File: src/hdl/relp_pkg.sv
// ----------------------------------------------------------------------------
// Rotary encoder package
// Shared widths, codes and the full-step transition table.
// ----------------------------------------------------------------------------
package relp_pkg;

    localparam int TIME_BITS     = 32;
    localparam int THRESH_BITS   = 32;
    localparam int PHASE_BITS    = 5;
    localparam int S_TDATA_BITS  = 40;
    localparam int M_TDATA_BITS  = 8;
    localparam int CFG_DATA_BITS = 32;

    localparam logic [THRESH_BITS-1:0] HOLD_THRESHOLD_RESET = 32'd2000000;

    typedef enum logic [0:0] {
        CFG_HOLD_THRESHOLD = 1'b0,
        CFG_INVERT_DIR     = 1'b1
    } cfg_index_t;

    typedef enum logic [1:0] {
        TURN_NONE = 2'd0,
        TURN_UP   = 2'd1,
        TURN_DOWN = 2'd2
    } turn_t;

    localparam logic [PHASE_BITS-1:0] PHASE_DETENT_UP   = 5'd8;
    localparam logic [PHASE_BITS-1:0] PHASE_DETENT_DOWN = 5'd16;

    typedef struct packed {
        logic click;
        logic long_hold;
    } button_evt_t;

    function automatic logic [PHASE_BITS-1:0] phase_lookup(
        input logic [2:0] state,
        input logic [1:0] phase
    );
        logic [PHASE_BITS-1:0] next_state;
        next_state = '0;
        case (state)
            3'd0, 3'd4: begin
                case (phase)
                    2'd1:    next_state = 5'd5;
                    2'd2:    next_state = 5'd1;
                    default: next_state = 5'd0;
                endcase
            end
            3'd1: begin
                case (phase)
                    2'd0:    next_state = 5'd2;
                    2'd2:    next_state = 5'd1;
                    default: next_state = 5'd0;
                endcase
            end
            3'd2: begin
                case (phase)
                    2'd0:    next_state = 5'd2;
                    2'd1:    next_state = 5'd3;
                    2'd2:    next_state = 5'd1;
                    default: next_state = 5'd0;
                endcase
            end
            3'd3: begin
                case (phase)
                    2'd0:    next_state = 5'd2;
                    2'd1:    next_state = 5'd3;
                    2'd3:    next_state = PHASE_DETENT_UP;
                    default: next_state = 5'd0;
                endcase
            end
            3'd5: begin
                case (phase)
                    2'd0:    next_state = 5'd6;
                    2'd1:    next_state = 5'd5;
                    default: next_state = 5'd0;
                endcase
            end
            3'd6: begin
                case (phase)
                    2'd0:    next_state = 5'd6;
                    2'd1:    next_state = 5'd5;
                    2'd2:    next_state = 5'd7;
                    default: next_state = 5'd0;
                endcase
            end
            3'd7: begin
                case (phase)
                    2'd0:    next_state = 5'd6;
                    2'd2:    next_state = 5'd7;
                    2'd3:    next_state = PHASE_DETENT_DOWN;
                    default: next_state = 5'd0;
                endcase
            end
            default: next_state = '0;
        endcase
        return next_state;
    endfunction

endpackage

File: src/hdl/relp_quad_decoder.sv
// ----------------------------------------------------------------------------
// Quadrature decoder
// Steps the full-step transition table and reports completed detents.
// ----------------------------------------------------------------------------
module relp_quad_decoder import relp_pkg::*; (
    input  logic  aclk,
    input  logic  aresetn,
    input  logic  step_en,
    input  logic  pin_a,
    input  logic  pin_b,
    input  logic  invert_direction,
    output turn_t turn
);

    logic [PHASE_BITS-1:0] phase_state_reg;
    logic [PHASE_BITS-1:0] phase_state_next;
    logic                  detent;
    logic                  up;

    always_comb begin
        phase_state_next = phase_lookup(phase_state_reg[2:0], {pin_b, pin_a});
        detent           = phase_state_next[3] | phase_state_next[4];
        up               = (phase_state_next == PHASE_DETENT_UP) ^ invert_direction;
        if (!detent) begin
            turn = TURN_NONE;
        end else if (up) begin
            turn = TURN_UP;
        end else begin
            turn = TURN_DOWN;
        end
    end

    always_ff @(posedge aclk) begin
        if (!aresetn) begin
            phase_state_reg <= '0;
        end else if (step_en) begin
            phase_state_reg <= phase_state_next;
        end
    end

endmodule

File: src/hdl/relp_button_tracker.sv
// ----------------------------------------------------------------------------
// Button tracker
// Detects releases for clicks and timed holds for long-hold events.
// ----------------------------------------------------------------------------
module relp_button_tracker import relp_pkg::*; (
    input  logic                   aclk,
    input  logic                   aresetn,
    input  logic                   step_en,
    input  logic                   button_level,
    input  logic [TIME_BITS-1:0]   time_us,
    input  logic [THRESH_BITS-1:0] hold_threshold_us,
    output button_evt_t            evt
);

    logic                 was_pressed_reg;
    logic [TIME_BITS-1:0] hold_start_reg;
    logic                 hold_armed_reg;
    logic                 hold_latched_reg;
    logic                 suppressed_reg;

    logic                 was_pressed_next;
    logic [TIME_BITS-1:0] hold_start_next;
    logic                 hold_armed_next;
    logic                 hold_latched_next;
    logic                 suppressed_next;

    logic                 pressed;
    logic                 just_pressed;
    logic                 just_released;
    logic [TIME_BITS-1:0] elapsed;
    logic                 hold_fire;

    always_comb begin
        pressed       = ~button_level;
        just_pressed  = ~was_pressed_reg & pressed;
        just_released = was_pressed_reg & ~pressed;
        elapsed       = time_us - hold_start_reg;
        hold_fire     = pressed & ~just_pressed & hold_armed_reg & ~hold_latched_reg
                        & (elapsed >= hold_threshold_us);

        evt.click     = just_released & ~suppressed_reg;
        evt.long_hold = hold_fire;

        was_pressed_next  = pressed;
        hold_start_next   = just_pressed ? time_us : hold_start_reg;
        hold_armed_next   = hold_armed_reg;
        hold_latched_next = hold_latched_reg;
        suppressed_next   = suppressed_reg;

        if (just_pressed) begin
            hold_armed_next   = 1'b1;
            hold_latched_next = 1'b0;
        end
        if (hold_fire) begin
            hold_latched_next = 1'b1;
            suppressed_next   = 1'b1;
        end
        if (!pressed) begin
            hold_armed_next   = 1'b0;
            hold_latched_next = 1'b0;
            if (!was_pressed_reg) begin
                suppressed_next = 1'b0;
            end
        end
    end

    always_ff @(posedge aclk) begin
        if (!aresetn) begin
            was_pressed_reg  <= 1'b0;
            hold_start_reg   <= '0;
            hold_armed_reg   <= 1'b0;
            hold_latched_reg <= 1'b0;
            suppressed_reg   <= 1'b0;
        end else if (step_en) begin
            was_pressed_reg  <= was_pressed_next;
            hold_start_reg   <= hold_start_next;
            hold_armed_reg   <= hold_armed_next;
            hold_latched_reg <= hold_latched_next;
            suppressed_reg   <= suppressed_next;
        end
    end

endmodule

File: src/hdl/rotary_encoder_long_press.sv
// Each input transaction passes through the input register and then the result register
// before it is presented on the master side; a stall on m_tready can hold it in between.
// Throughput: one transaction per cycle; input stalls only while a result waits on m_tready
// with the input register full.
// Reset (aresetn low, synchronous) empties both registers, returns the decoder to the
// neutral phase, clears all button tracking and restores the register defaults.
// ----------------------------------------------------------------------------
// Rotary encoder with long press
// Quadrature detent decoding, button clicks and long-hold detection.
// ----------------------------------------------------------------------------
module rotary_encoder_long_press import relp_pkg::*; (
    input  logic                     aclk,
    input  logic                     aresetn,
    input  logic                     cfg_we,
    input  logic                     cfg_addr,
    input  logic [CFG_DATA_BITS-1:0] cfg_wdata,
    input  logic                     s_tvalid,
    output logic                     s_tready,
    // pin_a[0], pin_b[1], button_level[2], time_us[34:3], zero fill[39:35]
    input  logic [S_TDATA_BITS-1:0]  s_tdata,
    output logic                     m_tvalid,
    input  logic                     m_tready,
    // turn[1:0], click[2], long_hold[3], zero fill[7:4]
    output logic [M_TDATA_BITS-1:0]  m_tdata
);

    logic [THRESH_BITS-1:0] hold_threshold_reg;
    logic                   invert_dir_reg;

    logic                   in_valid_reg;
    logic                   in_pin_a_reg;
    logic                   in_pin_b_reg;
    logic                   in_button_reg;
    logic [TIME_BITS-1:0]   in_time_reg;

    logic                   out_valid_reg;
    logic [M_TDATA_BITS-1:0] out_data_reg;

    logic                   advance;
    logic                   step_en;
    turn_t                  turn;
    button_evt_t            evt;

    assign advance  = ~out_valid_reg | m_tready;
    assign step_en  = in_valid_reg & advance;
    assign s_tready = ~in_valid_reg | advance;
    assign m_tvalid = out_valid_reg;
    assign m_tdata  = out_data_reg;

    always_ff @(posedge aclk) begin
        if (!aresetn) begin
            hold_threshold_reg <= HOLD_THRESHOLD_RESET;
            invert_dir_reg     <= 1'b0;
        end else if (cfg_we) begin
            case (cfg_index_t'(cfg_addr))
                CFG_HOLD_THRESHOLD: hold_threshold_reg <= cfg_wdata[THRESH_BITS-1:0];
                CFG_INVERT_DIR:     invert_dir_reg     <= cfg_wdata[0];
                default:            ;
            endcase
        end
    end

    always_ff @(posedge aclk) begin
        if (!aresetn) begin
            in_valid_reg <= 1'b0;
        end else if (s_tready) begin
            in_valid_reg <= s_tvalid;
        end
    end

    always_ff @(posedge aclk) begin
        if (s_tready && s_tvalid) begin
            in_pin_a_reg  <= s_tdata[0];
            in_pin_b_reg  <= s_tdata[1];
            in_button_reg <= s_tdata[2];
            in_time_reg   <= s_tdata[3 +: TIME_BITS];
        end
    end

    relp_quad_decoder u_quad_decoder (
        .aclk             (aclk),
        .aresetn          (aresetn),
        .step_en          (step_en),
        .pin_a            (in_pin_a_reg),
        .pin_b            (in_pin_b_reg),
        .invert_direction (invert_dir_reg),
        .turn             (turn)
    );

    relp_button_tracker u_button_tracker (
        .aclk              (aclk),
        .aresetn           (aresetn),
        .step_en           (step_en),
        .button_level      (in_button_reg),
        .time_us           (in_time_reg),
        .hold_threshold_us (hold_threshold_reg),
        .evt               (evt)
    );

    always_ff @(posedge aclk) begin
        if (!aresetn) begin
            out_valid_reg <= 1'b0;
        end else if (advance) begin
            out_valid_reg <= in_valid_reg;
        end
    end

    always_ff @(posedge aclk) begin
        if (step_en) begin
            out_data_reg <= {4'b0000, evt.long_hold, evt.click, turn};
        end
    end

endmodule

File: config.mk
export PLATFORM = sky130hd
export DESIGN_NAME = rotary_encoder_long_press
export DESIGN_NICKNAME = d
export VERILOG_FILES = /design/src/hdl/relp_pkg.sv /design/src/hdl/relp_quad_decoder.sv /design/src/hdl/relp_button_tracker.sv /design/src/hdl/rotary_encoder_long_press.sv
export SDC_FILE = /design/constraint.sdc
export NUM_CORES = 1
export LEC_CHECK = 0
export ABC_AREA = 1
export BUFFER_PORTS_ARGS = -buffer_cell sky130_fd_sc_hd__buf_2
export CAP_MARGIN = 25
export CORE_MARGIN = 5
export CORE_UTILIZATION = 45
export DETAILED_ROUTE_END_ITERATION = 7
export MAX_ROUTING_LAYER = met4
export PLACE_DENSITY = 0.75
export SLEW_MARGIN = 5
export SYNTH_ARGS = -nofsm -noshare
export SYNTH_HDL_FRONTEND = slang
export SYNTH_SLANG_ARGS = --single-unit
File: constraint.sdc
create_clock -name aclk -period 8.1 [get_ports aclk]
set_input_delay 0 -clock aclk [delete_from_list [all_inputs] [get_ports aclk]]
set_output_delay 0 -clock aclk [all_outputs]
set_load 0.05 [all_outputs]
==> metrics.md <==
| Metric | Value |
|---|---|
| Run status | finished, final reports clean |
| Cell Pwr Density | 205 nW/µm² |
| Largest net degree at the start of global routing | 71 |
| Min-delay src | cfg_addr |
| Root Driver | clkbuf_16 |
| Worst-path clk slew | 0.06 ns |
| Vias after detailed routing | 6,139 |
| Setup_tns | 0 ns |
| Crit start category | register |
| Top cells by count, synth | nand2_1 (150), inv_1 (135), a21oi_1 (107) |
| Largest fanout on the critical path | 4 |
| Clock skew | 0.00826 ns |
| Seq/Total Area, Yosys | 38.8% |
| Final Hold Viols | 0 |
| # hold bufs at CTS | 83 |
| Post-Route WL | 16,100 µm |
| Remaining antenna violation count | 0 |
| I/O pin count | 88 |
| Gate Count Post-Synth | 876 |
| Core footprint | 15,000 µm² |
| Post-route DRC | 0 |
| Synth unique cells | 43 |
| Ys flop type | dfxtp_1 |
| Maximum VDD drop | 0.162 mV |
| Rel. slew slack | 60.5% |
| Worst setup EP type | register |
| Post-synth EDFFs | 39 |
| Least-Margin Pin Slew | 0.592 ns |
| CTS tree | done |
| Final slew viol count | 0 |
| Via-per-instance ratio | 4.95 |
| Period utilisation layout | 39.3% |
| Grt peak-use layer | met2 |
| H-tree levels | 4 |
| Asr flop ratio synth | 0% |
| FF-to-FF path depth | 22 |
| Die Y-Extent | 133 µm |
| Post-route minimum period | 3.19 ns |
| Fmax | 314 MHz |
| Crit path launch | in_time_reg[0]$_DFFE_PP_ |
| Register bit total from synthesis | 113 |
| WL per Instance | 13.0 µm |
| Die Area | 17,700 µm² |
| Crit path cell chain | inv_1 > ha_1 > inv_1 > fa_1 > nand3_1 > nand2_2 > a21oi_2 > inv_1 > nand2_1 > nand2_1 > xor2_1 > ha_1 > nand2_1 > nor2_1 > nand2_1 > nor2_1 > nand2_1 > nand4_1 > nand2_1 > nand2_1 > nand3_1 > a21oi_1 |
| Hold path endpoint | hold_threshold_reg[19]$_SDFFE_PN1P_ |
| MaxCap Viol Count | 0 |
| First-pass GRT wire length | 27,000 µm |
| P&R area growth vs syn | 30.0% |
| Most frequent cell after synthesis | nand2_1 |
| GRT met3 Usage | 4.98% |
| Setup Fix Bufs, Post-CTS | 0 |
| Row cnt | 45 |
| Number of global-route vias before repair | 5,846 |
| Top post-synthesis cells by area | dfxtp_1 (22%), edfxtp_1 (17%), ha_1 (13%) |
| Initial Util | 45.5% |
| IO buf count | 78 |
| Final Setup Violations | 0 |
| WHS Path Cells | 3 |
| FF-to-FF Start | in_time_reg[0]$_DFFE_PP_ |
| Leakage | 3.89 nW |
| Finished Cell Area | 8880 µm² |
| Synth Warn # | 0 |
| Most used cell, CP | nand2_1 |
| Final nets | 1,186 |
| Initial antenna violation count | 0 |
| DP HPWL | 11,500 µm |
| Clock Tree Buf Depth | 2 |
| Worst path slowest cell | fa_1 |
| Die width | 133 µm |
| Reg-to-reg critical path endpoint | u_button_tracker.hold_latched_reg$_SDFFE_PN0P_ |
| Tightest Hold Check Type | in -> reg |
| Worst Setup Path Type | reg -> reg |
| Post-CTS sizing | 0 |
| R2R setup slack | 4.91 ns |
| Drt first pass iters | 5 |
| Met1 Use GR | 25.0% |
| Overflow after GRT | 0 |
| Layout cells sized above 1 | 13.4% |
| Cell taking the most area after synthesis | dfxtp_1 |
| Worst-Skew Late Latency | 0.42 ns |
| RSZ-0062 raised after global routing | no |
| CTS Buf Count | 17 |
| CP max stage delay | 0.40 ns |
| Mapped Area | 6830 µm² |
| Worst Path Required | 8.45 ns |
| Iter 0 DRT Violations | 298 |
| Global Route Usage Sum | 19.3% |
| CTS sink count | 113 |
| Yosys top cell area share | 21.7% |
| ANT cells | 0 |
| RD Place Congestion | 0.982 |
| Placed inst area | 7370 µm² |
| Syn_area_per_cell | 7.80 µm² |
| WP data arrival | 3.53 ns |
| GR Util met2 | 30.5% |
-- layout make-up --
class	count	area, µm²
Clock inverter	8	95.1
Tap cell	188	235
Inverter	136	510
Fill cell	1336	6150
Sequential cell	113	2650
Clock buffer	24	534
Timing Repair Buffer	165	1280
Multi-Input combinational cell	605	3570
-- critical path: cells and delay by family (launching register included) --
family,cells,cell delay [ns]
simple gates,13,1.13
flops,1,0.38
compound gates,2,0.39
fa+ha+maj,3,0.82
xor+xnor,1,0.16
buf+inv,3,0.22
-- cells in the final DEF, fill, tap and decap left out, drive strengths merged, types with 3 or more instances in the layout --
master | Yosys | final
nand2 | 156 | 156
inv | 136 | 136
a21oi | 110 | 110
dlygate4sd3 | 0 | 83
buf | 11 | 82
o21ai | 81 | 81
dfxtp | 74 | 74
ha | 69 | 69
nor2 | 68 | 68
edfxtp | 39 | 39
nand3 | 34 | 34
clkbuf | 14 | 24
xor2 | 23 | 23
nand4 | 15 | 15
o211ai | 10 | 10
nor3 | 7 | 7
o21bai | 6 | 6
conb | 1 | 4
clkinv | 0 | 4
xnor2 | 3 | 3
a21boi | 3 | 3
a31oi | 3 | 3
-- routing by layer --
layer / up-vias / routed length (µm)
li1: 3245 / -
met1: 2742 / 7720
met2: 138 / 7340
met3: 14 / 821
met4: 0 / 164
met5: - / 0
-- power breakdown --
| group | internal [mW] | switching [mW] |
|---|---|---|
| Combinational | 0.168 | 0.242 |
| Clock | 0.519 | 0.253 |
| Sequential | 0.622 | 0.0140 |
| Total | 1.31 | 0.509 |
-- metrics by stage --
step / instances / hold WS [ns] / setup WS, ns / utilization (%) / total power, mW
global placement: 1122 / 0.177 / 5.00 / 49.0 / 1.01
CTS: 1237 / 0.00444 / 4.89 / 58.8 / 1.83
global route: 1239 / 0.0429 / 4.58 / 59.1 / 1.93
detailed placement: 1122 / 0.178 / 4.93 / 49.0 / 1.02
finish: 1239 / 0.0361 / 4.91 / 59.1 / 1.82
floorplan: 879 / 0.0989 / 5.33 / - / 0.928
-- worst max-delay path by stage --
stage | depth (start not counted) | endpoint
floorplan | 20 | m_tdata[3]$_DFFE_PP_
global placement | 22 | u_button_tracker.hold_latched_reg$_SDFFE_PN0P_
detailed placement | 22 | u_button_tracker.hold_latched_reg$_SDFFE_PN0P_
CTS | 22 | u_button_tracker.hold_latched_reg$_SDFFE_PN0P_
global route | 22 | u_button_tracker.hold_latched_reg$_SDFFE_PN0P_
finish | 22 | u_button_tracker.hold_latched_reg$_SDFFE_PN0P_
-- cells by family after synthesis --
kind of cell               Yosys count  synth area share (%)
and+or+nand+nor                    284                  17.8
AOI/OAI and AO/OA                  221                  17.9
buffers and inverters              161                  9.17
DFF                                113                  38.8
adders and majority gates           70                  12.9
xor gates and xnor gates            26                  3.33
other                                1                0.0549
Power figures use the tool's default switching activity.
